[src/hw/rtl/etuc_pkg.sv]
package etuc_pkg;

  localparam logic [16:0] SecsPerDay  = 17'd86400;
  localparam logic [11:0] SecsPerHour = 12'd3600;
  localparam logic [5:0]  SecsPerMin  = 6'd60;

  localparam logic [19:0] DaysTo0300  = 20'd719468;
  localparam logic [19:0] Era4Start   = 20'd584388;
  localparam logic [19:0] Era5Start   = 20'd730485;
  localparam logic [17:0] EraLastDay  = 18'd146096;
  localparam logic [17:0] CentDays1   = 18'd36524;
  localparam logic [17:0] CentDays2   = 18'd73048;
  localparam logic [17:0] CentDays3   = 18'd109572;
  localparam logic [11:0] Era4Year    = 12'd1600;
  localparam logic [11:0] Era5Year    = 12'd2000;

  // Reciprocals rounded up; each shift is wide enough that the quotient is exact
  // over the whole operand range that reaches it.
  localparam int unsigned DayShift  = 35;
  localparam int unsigned D1460Shift = 29;
  localparam int unsigned D365Shift  = 27;
  localparam int unsigned D153Shift  = 19;
  localparam int unsigned D5Shift    = 14;
  localparam int unsigned HourShift  = 29;
  localparam int unsigned MinShift   = 18;

  localparam logic [25:0] RecipDay  = 26'(((64'd1 << DayShift) + 64'd674) / 64'd675);
  localparam logic [18:0] Recip1460 = 19'(((64'd1 << D1460Shift) + 64'd1459) / 64'd1460);
  localparam logic [18:0] Recip365  = 19'(((64'd1 << D365Shift) + 64'd364) / 64'd365);
  localparam logic [11:0] Recip153  = 12'(((64'd1 << D153Shift) + 64'd152) / 64'd153);
  localparam logic [11:0] Recip5    = 12'(((64'd1 << D5Shift) + 64'd4) / 64'd5);
  localparam logic [17:0] RecipHour = 18'(((64'd1 << HourShift) + 64'd3599) / 64'd3600);
  localparam logic [12:0] RecipMin  = 13'(((64'd1 << MinShift) + 64'd59) / 64'd60);

  localparam int unsigned SplitLat = 2;
  localparam int unsigned ConvLat  = 6;
  localparam int unsigned TotalLat = SplitLat + ConvLat + 1;

  typedef struct packed {
    logic [11:0] year;
    logic [3:0]  month;
    logic [4:0]  day;
  } date_t;

  typedef struct packed {
    logic [4:0] hour;
    logic [5:0] minute;
    logic [5:0] second;
  } tod_t;

endpackage

[src/hw/rtl/etuc_split.sv]
module etuc_split
  import etuc_pkg::*;
(
  input  logic        clk_i,
  input  logic        en_i,
  input  logic [31:0] secs_i,
  output logic [15:0] days_o,
  output logic [16:0] sod_o
);

  logic [50:0] day_prod;
  logic [33:0] back_prod;
  logic [15:0] days_q, days_d, days2_q;
  logic [16:0] lo_q, sod_d, sod_q;

  assign day_prod = 51'(secs_i[31:7]) * 51'(RecipDay);
  assign days_d   = day_prod[50:35];

  assign back_prod = 34'(days_q) * 34'(SecsPerDay);
  assign sod_d     = lo_q - back_prod[16:0];

  always_ff @(posedge clk_i) begin
    if (en_i) begin
      days_q  <= days_d;
      lo_q    <= secs_i[16:0];
      days2_q <= days_q;
      sod_q   <= sod_d;
    end
  end

  assign days_o = days2_q;
  assign sod_o  = sod_q;

endmodule

[src/hw/rtl/etuc_civil.sv]
module etuc_civil
  import etuc_pkg::*;
(
  input  logic        clk_i,
  input  logic        en_i,
  input  logic [15:0] days_i,
  output date_t       date_o
);

  logic [19:0] z;
  logic        era5_d;
  logic [17:0] doe_d;
  logic [17:0] doe1_q, doe2_q, doe3_q;
  logic        era1_q, era2_q, era3_q, era4_q, era5_q;

  logic [36:0] p1460;
  logic [7:0]  q1460;
  logic [2:0]  ncent;
  logic [17:0] numer_d, numer_q;

  logic [36:0] p365;
  logic [8:0]  yoe_d, yoe3_q, yoe4_q, yoe5_q;

  logic [1:0]  y100;
  logic [17:0] ybase;
  logic [8:0]  doy_d, doy4_q, doy5_q;

  logic [10:0] mp_num;
  logic [22:0] pmp;
  logic [3:0]  mp_d, mp_q;

  logic [10:0] t153;
  logic [22:0] p5;
  logic [8:0]  q5;
  date_t       date_d, date_q;

  assign z      = 20'(days_i) + DaysTo0300;
  assign era5_d = (z >= Era5Start);
  assign doe_d  = 18'(z - (era5_d ? Era5Start : Era4Start));

  assign p1460   = 37'(doe1_q) * 37'(Recip1460);
  assign q1460   = p1460[36:29];
  assign ncent   = 3'(doe1_q >= CentDays1) + 3'(doe1_q >= CentDays2) +
                   3'(doe1_q >= CentDays3) + 3'(doe1_q >= EraLastDay);
  assign numer_d = doe1_q - 18'(q1460) + 18'(ncent) - 18'(doe1_q == EraLastDay);

  assign p365  = 37'(numer_q) * 37'(Recip365);
  assign yoe_d = p365[35:27];

  assign y100  = 2'(yoe3_q >= 9'd100) + 2'(yoe3_q >= 9'd200) + 2'(yoe3_q >= 9'd300);
  assign ybase = 18'(18'(yoe3_q) * 18'd365) + 18'(yoe3_q[8:2]) - 18'(y100);
  assign doy_d = 9'(doe3_q - ybase);

  assign mp_num = 11'(11'(doy4_q) * 11'd5) + 11'd2;
  assign pmp    = 23'(mp_num) * 23'(Recip153);
  assign mp_d   = pmp[22:19];

  assign t153 = 11'(11'(mp_q) * 11'd153) + 11'd2;
  assign p5   = 23'(t153) * 23'(Recip5);
  assign q5   = p5[22:14];

  always_comb begin
    date_d.day   = 5'(doy5_q - q5 + 9'd1);
    date_d.month = (mp_q < 4'd10) ? mp_q + 4'd3 : mp_q - 4'd9;
    date_d.year  = 12'(yoe5_q) + (era5_q ? Era5Year : Era4Year) +
                   12'(date_d.month <= 4'd2);
  end

  always_ff @(posedge clk_i) begin
    if (en_i) begin
      doe1_q  <= doe_d;
      era1_q  <= era5_d;
      numer_q <= numer_d;
      doe2_q  <= doe1_q;
      era2_q  <= era1_q;
      yoe3_q  <= yoe_d;
      doe3_q  <= doe2_q;
      era3_q  <= era2_q;
      doy4_q  <= doy_d;
      yoe4_q  <= yoe3_q;
      era4_q  <= era3_q;
      mp_q    <= mp_d;
      doy5_q  <= doy4_q;
      yoe5_q  <= yoe4_q;
      era5_q  <= era4_q;
      date_q  <= date_d;
    end
  end

  assign date_o = date_q;

endmodule

[src/hw/rtl/etuc_tod.sv]
module etuc_tod
  import etuc_pkg::*;
(
  input  logic        clk_i,
  input  logic        en_i,
  input  logic [16:0] sod_i,
  output tod_t        tod_o
);

  logic [34:0] phour;
  logic [4:0]  hh_d, hh1_q, hh2_q, hh3_q;
  logic [16:0] sod1_q;
  logic [11:0] rem_d, rem2_q, rem3_q;
  logic [24:0] pmin;
  logic [5:0]  mi_d, mi3_q;
  tod_t        tod_d, tod4_q, tod5_q, tod6_q;

  assign phour = 35'(sod_i) * 35'(RecipHour);
  assign hh_d  = phour[33:29];

  assign rem_d = 12'(sod1_q - 17'(17'(hh1_q) * 17'(SecsPerHour)));

  assign pmin = 25'(rem2_q) * 25'(RecipMin);
  assign mi_d = pmin[23:18];

  always_comb begin
    tod_d.hour   = hh3_q;
    tod_d.minute = mi3_q;
    tod_d.second = 6'(rem3_q - 12'(12'(mi3_q) * 12'(SecsPerMin)));
  end

  always_ff @(posedge clk_i) begin
    if (en_i) begin
      hh1_q  <= hh_d;
      sod1_q <= sod_i;
      rem2_q <= rem_d;
      hh2_q  <= hh1_q;
      mi3_q  <= mi_d;
      rem3_q <= rem2_q;
      hh3_q  <= hh2_q;
      tod4_q <= tod_d;
      tod5_q <= tod4_q;
      tod6_q <= tod5_q;
    end
  end

  assign tod_o = tod6_q;

endmodule

[src/hw/rtl/epoch_to_utc_calendar_unit.sv]
// Converts a 32-bit count of seconds since 1970-01-01 00:00:00 UTC into a
// civil date and time of day, together with a status bit for an unset clock.
// The input channel carries epoch_seconds_i and clock_known_i under
// in_valid_i/in_stall_o; the result channel carries status_o and the date and
// time fields under out_valid_o/out_stall_i. A transfer happens on a clock
// edge where valid is high and stall is low.
// The pipeline has nine register stages, and one transfer per cycle is sustained
// while the receiver does not stall.
// The depth is set by the day split and the chain of constant-reciprocal
// multiplies in the date conversion, each followed by a register.
// When the clock is not known, status_o is 1 and all other fields are zero.
// Reset clears every valid bit, so no result is presented after reset.
// While the receiver stalls a presented result, the whole pipeline holds and
// in_stall_o is raised; nothing is dropped or repeated.
module epoch_to_utc_calendar_unit
  import etuc_pkg::*;
(
  input  logic        clk_i,
  input  logic        rst_ni,
  input  logic        in_valid_i,
  output logic        in_stall_o,
  input  logic [31:0] epoch_seconds_i,
  input  logic        clock_known_i,
  output logic        out_valid_o,
  input  logic        out_stall_i,
  output logic        status_o,
  output logic [11:0] year_o,
  output logic [3:0]  month_o,
  output logic [4:0]  day_o,
  output logic [4:0]  hour_o,
  output logic [5:0]  minute_o,
  output logic [5:0]  second_o
);

  logic                 en;
  logic [TotalLat-1:0]  vld_q;
  logic [TotalLat-2:0]  knw_q;
  logic [15:0]          days;
  logic [16:0]          sod;
  date_t                date;
  tod_t                 tod;
  logic                 known;
  logic                 status_q;
  date_t                date_q;
  tod_t                 tod_q;

  assign en         = !(vld_q[TotalLat-1] && out_stall_i);
  assign in_stall_o = !en;

  etuc_split u_split (
    .clk_i  (clk_i),
    .en_i   (en),
    .secs_i (epoch_seconds_i),
    .days_o (days),
    .sod_o  (sod)
  );

  etuc_civil u_civil (
    .clk_i  (clk_i),
    .en_i   (en),
    .days_i (days),
    .date_o (date)
  );

  etuc_tod u_tod (
    .clk_i (clk_i),
    .en_i  (en),
    .sod_i (sod),
    .tod_o (tod)
  );

  always_ff @(posedge clk_i or negedge rst_ni) begin
    if (!rst_ni) begin
      vld_q <= '0;
    end else if (en) begin
      vld_q <= {vld_q[TotalLat-2:0], in_valid_i};
    end
  end

  assign known = knw_q[TotalLat-2];

  always_ff @(posedge clk_i) begin
    if (en) begin
      knw_q    <= {knw_q[TotalLat-3:0], clock_known_i};
      status_q <= !known;
      date_q   <= known ? date : '0;
      tod_q    <= known ? tod : '0;
    end
  end

  assign out_valid_o = vld_q[TotalLat-1];
  assign status_o    = status_q;
  assign year_o      = date_q.year;
  assign month_o     = date_q.month;
  assign day_o       = date_q.day;
  assign hour_o      = tod_q.hour;
  assign minute_o    = tod_q.minute;
  assign second_o    = tod_q.second;

endmodule

[config.mk]
export PLATFORM = sky130hd
export DESIGN_NAME = epoch_to_utc_calendar_unit
export DESIGN_NICKNAME = d
export VERILOG_FILES = /design/src/hw/rtl/etuc_pkg.sv /design/src/hw/rtl/etuc_split.sv /design/src/hw/rtl/etuc_civil.sv /design/src/hw/rtl/etuc_tod.sv /design/src/hw/rtl/epoch_to_utc_calendar_unit.sv
export SDC_FILE = /design/constraint.sdc
export NUM_CORES = 2
export LEC_CHECK = 0
export BUFFER_PORTS_ARGS = -buffer_cell sky130_fd_sc_hd__buf_2
export CELL_PAD_IN_SITES_DETAIL_PLACEMENT = 1
export CELL_PAD_IN_SITES_GLOBAL_PLACEMENT = 1
export CORE_MARGIN = 1.5
export CORE_UTILIZATION = 45
export DETAILED_ROUTE_END_ITERATION = 12
export PLACE_DENSITY = 0.78
export SLEW_MARGIN = 20
export SYNTH_ARGS = -nofsm -noshare
export SYNTH_HDL_FRONTEND = slang
export SYNTH_SLANG_ARGS = --single-unit
[constraint.sdc]
create_clock -name clk_i -period 25.5 [get_ports clk_i]
set_clock_uncertainty 0.1 [all_clocks]
set_input_delay 0 -clock clk_i [delete_from_list [all_inputs] [get_ports clk_i]]
set_output_delay 0 -clock clk_i [all_outputs]
set_load 0.02 [all_outputs]
==> out/results.txt <==
drt drc - 0
Fin Setup TNS - 0 ns
Worst slew margin - 0.308
# hold bufs at CTS - 24
Clock Tree Buf Depth - 3
CTS Buf Count - 39
# port buffers - 77
CTS H-tree lvls - 2
syn_nets - 5,692
vias in the first global route - 31,796
register bit count reported by yosys - 349
vias after detailed routing - 27,631
WS Path Type - reg2reg
post-synthesis cell count - 3,961
clk slew on worst S/H paths - 0.06 ns
Post-CTS Setup Bufs - 0
Rows - 116
total grt overflow - 0
n_diodes - 0
area added between synthesis and finish - 7.77%
RePlAce Congestion - 0.873
status - completed
endpoints failing hold - 0
drt wl/cell - 18.3 um
full die area - 103,000 um2
Resized cells post-CTS - 0
crit end category - register
largest net degree at the start of global routing - 167
Slew Viols, Final - 0
Async SR Flop Fraction - 0.0258
crit path launch type - register
slowest cell delay on critical path - 0.73 ns
first-pass GRT wire length - 165 mm
hold path depth - 2
Crit-path slowest cell - edfxtp_1
period utilisation layout - 0.368
Syn Std Cell Area - 45,500 um2
Die Y - 321 um
CTS root buf - clkbuf_16
initial antenna violation count - 0
final setup fails - 0
DRT met1 WL - 42.6 mm
Top Layer Used - met4
worst path arrival time - 9.60 ns
area occupied by multi-input gates - 31,300 um2
total global-route track usage - 0.201
slew at the pin closest to its max-slew limit - 1.04 ns
clk_lat worst skew - 0.57 ns
post-synthesis sequential area ratio - 0.229
met2 wire length - 53.0 mm
most used cell, CP - inv_1
initial core utilization - 0.455
worst reg-to-reg path cell count - 33
HP Class - in2reg
synth unique cells - 65
post-route ant nets - 0
Iter 0 DRT Violations - 954
TritonCTS Sinks - 349
Worst Path Required - 25.72 ns
TritonRoute pass-1 iters - 5
nets - 5,834
IO Pins - 78
Max Clk Rate - 0.107 GHz
vias per cell - 5.09
RSZ-0062 raised after global routing - false
DR WL met3 - 2.05 mm
largest fanout on the critical path - 9
drt total wl - 99.5 mm
post-layout minimum cycle time - 9.38 ns
yosys warns - 0
Max Cap Viol - 0
CTS tree - built
share of cells above drive strength 1 - 0.0409
Post-synth EDFFs - 340
Reg area - 10,400 um2
DP Wirelength - 83.2 mm
Core Region - 100,000 um2
fill count - 10,713
syn_area_per_cell - 11.5 um2
die width - 321 um
Synth Flop Type - edfxtp_1
[cell families (layout without fill, tap and decap cells)]
family | Yosys count | in the layout | synth area share
fa+ha+maj | 1694 | 1694 | 0.559
compound gates | 350 | 350 | 0.0504
simple gates | 359 | 359 | 0.0395
buf+inv | 1012 | 1183 | 0.0835
flops | 349 | 349 | 0.229
mux | 10 | 10 | 0.00245
xor+xnor | 187 | 187 | 0.0360
[critical path: cells and delay by family (launching register included)]
family          cells  cell delay (ns)
compound gates     10             2.59
simple gates        4             0.55
fa+ha+maj          10             4.28
xor+xnor            1             0.12
buf+inv             8             0.76
flops               1             0.73
[through the flow]
step | area, um2 | cells | util | setup slack (ns) | hold slack, ns
4_1_cts | 49100 | 5429 | 0.490 | 16.15 | 0.000666
5_1_grt | 49100 | 5430 | 0.490 | 15.63 | 0.0252
6_report | 49100 | 5430 | 0.490 | 16.12 | 0.0383
3_5_place_dp | 47600 | 5335 | 0.475 | 16.24 | -0.240
3_3_place_gp | 47600 | 5335 | 0.475 | 16.49 | -0.245
2_1_floorplan | 45500 | 3961 | - | 13.70 | -0.396
[layout by cell type, fill, tap and decap left out, types with 6 or more instances in the layout]
master / synthesis / layout
o31ai_1: 8 / 8
a21oi_1: 100 / 100
a311oi_1: 6 / 6
o21ai_0: 56 / 56
nor2b_1: 21 / 21
xor2_1: 52 / 52
a211oi_1: 12 / 12
nor2_1: 83 / 83
and4_1: 6 / 6
a31oi_1: 10 / 10
dlygate4sd3_1: 0 / 24
ha_1: 1126 / 1126
o21bai_1: 15 / 15
clkbuf_1: 5 / 8
mux2_2: 8 / 8
nor3_1: 36 / 36
o21a_1: 27 / 27
o21ai_1: 11 / 11
dfrtp_1: 9 / 9
edfxtp_1: 340 / 340
nand4_1: 14 / 14
nand3_1: 21 / 21
a21o_1: 44 / 44
a41o_1: 6 / 6
xnor2_1: 135 / 135
a221oi_1: 6 / 6
a21boi_1: 6 / 6
o211ai_1: 9 / 9
nand2_1: 84 / 83
nand2b_1: 20 / 20
and3_1: 7 / 7
clkbuf_16: 0 / 39
fa_1: 568 / 568
and2_1: 43 / 43
inv_1: 1006 / 1006
a31o_2: 6 / 6
buf_2: 1 / 77
[routing by layer]
metal / up-vias / global-route usage
met5: - / 0
met4: 0 / 0.0423
met3: 118 / 0.0152
met2: 285 / 0.379
met1: 14036 / 0.250
li1: 13192 / -
[synth_stat cells (3+ instances only)]
| cell | count | area share |
|---|---|---|
| nor2_1 | 83 | 0.0068 |
| a21o_1 | 44 | 0.0073 |
| and3_1 | 7 | 0.00096 |
| a41o_1 | 6 | 0.0013 |
| a21oi_1 | 100 | 0.011 |
| o21bai_1 | 15 | 0.0025 |
| clkbuf_1 | 5 | 0.00041 |
| a211oi_1 | 12 | 0.0020 |
| a31o_2 | 6 | 0.0012 |
| o21a_1 | 27 | 0.0045 |
| or2_2 | 5 | 0.00069 |
| inv_1 | 1006 | 0.083 |
| and2_1 | 43 | 0.0059 |
| o211ai_1 | 9 | 0.0015 |
| xor2_1 | 52 | 0.010 |
| nand3_1 | 21 | 0.0023 |
| ha_1 | 1126 | 0.31 |
| a221oi_1 | 6 | 0.0012 |
| mux2_2 | 8 | 0.0020 |
| a211o_1 | 3 | 0.00058 |
| dfrtp_1 | 9 | 0.0049 |
| xnor2_1 | 135 | 0.026 |
| o21ai_0 | 56 | 0.0062 |
| o211a_1 | 3 | 0.00066 |
| or3_1 | 5 | 0.00069 |
| a311oi_1 | 6 | 0.0012 |
| fa_1 | 568 | 0.25 |
| edfxtp_1 | 340 | 0.22 |
| nor2b_1 | 21 | 0.0029 |
| a21boi_0 | 3 | 0.00049 |
| and4_1 | 6 | 0.0012 |
| o21ai_1 | 11 | 0.0012 |
| a21boi_1 | 6 | 0.00099 |
| nand2b_1 | 20 | 0.0027 |
| a31oi_1 | 10 | 0.0014 |
| nand3b_1 | 3 | 0.00049 |
| nand4_1 | 14 | 0.0019 |
| nor3_1 | 36 | 0.0040 |
| a2111oi_0 | 5 | 0.00096 |
| o31ai_1 | 8 | 0.0013 |
| nand2_1 | 84 | 0.0069 |
[final timing paths]
kind	startpoint	end	slack, ns
worst max-delay path	u_civil.doe1_q[12]	u_civil.numer_q[15]	16.12
worst min-delay path	epoch_seconds_i[2]	u_split.lo_q[2]	0.04
worst max register to register	u_civil.doe1_q[12]	u_civil.numer_q[15]	16.12
worst min register to register	u_tod.tod5_q[9]	u_tod.tod_o[9]	0.32
max in group asynchronous	rst_ni	vld_q[6]	24.70
min in group asynchronous	rst_ni	vld_q[0]	0.32
[flip-flops by register name, summed over array words and instances (netlist names), 12 cells and up]
name	cells
u_civil.date_o	21
u_civil.doe1_q	18
u_civil.numer_q	18
u_split.lo_q	17
u_split.sod_o	17
u_tod.tod4_q	17
u_tod.tod5_q	17
u_tod.tod_o	17
u_split.days_o	16
u_split.days_q	16
u_tod.rem2_q	12
u_tod.sod1_q	12
year_o	12
[cell type report]
class,instances,area share
clock buffer,47,0.0205
sequential,349,0.213
clock inverter,23,0.00477
inverter,1006,0.0769
multi-input combinational,2600,0.638
timing repair buffer,107,0.0141
tap,1298,0.0331
Power is not shown: default switching activity piles up to over one toggle a cycle in this logic, so the estimate is an artifact.
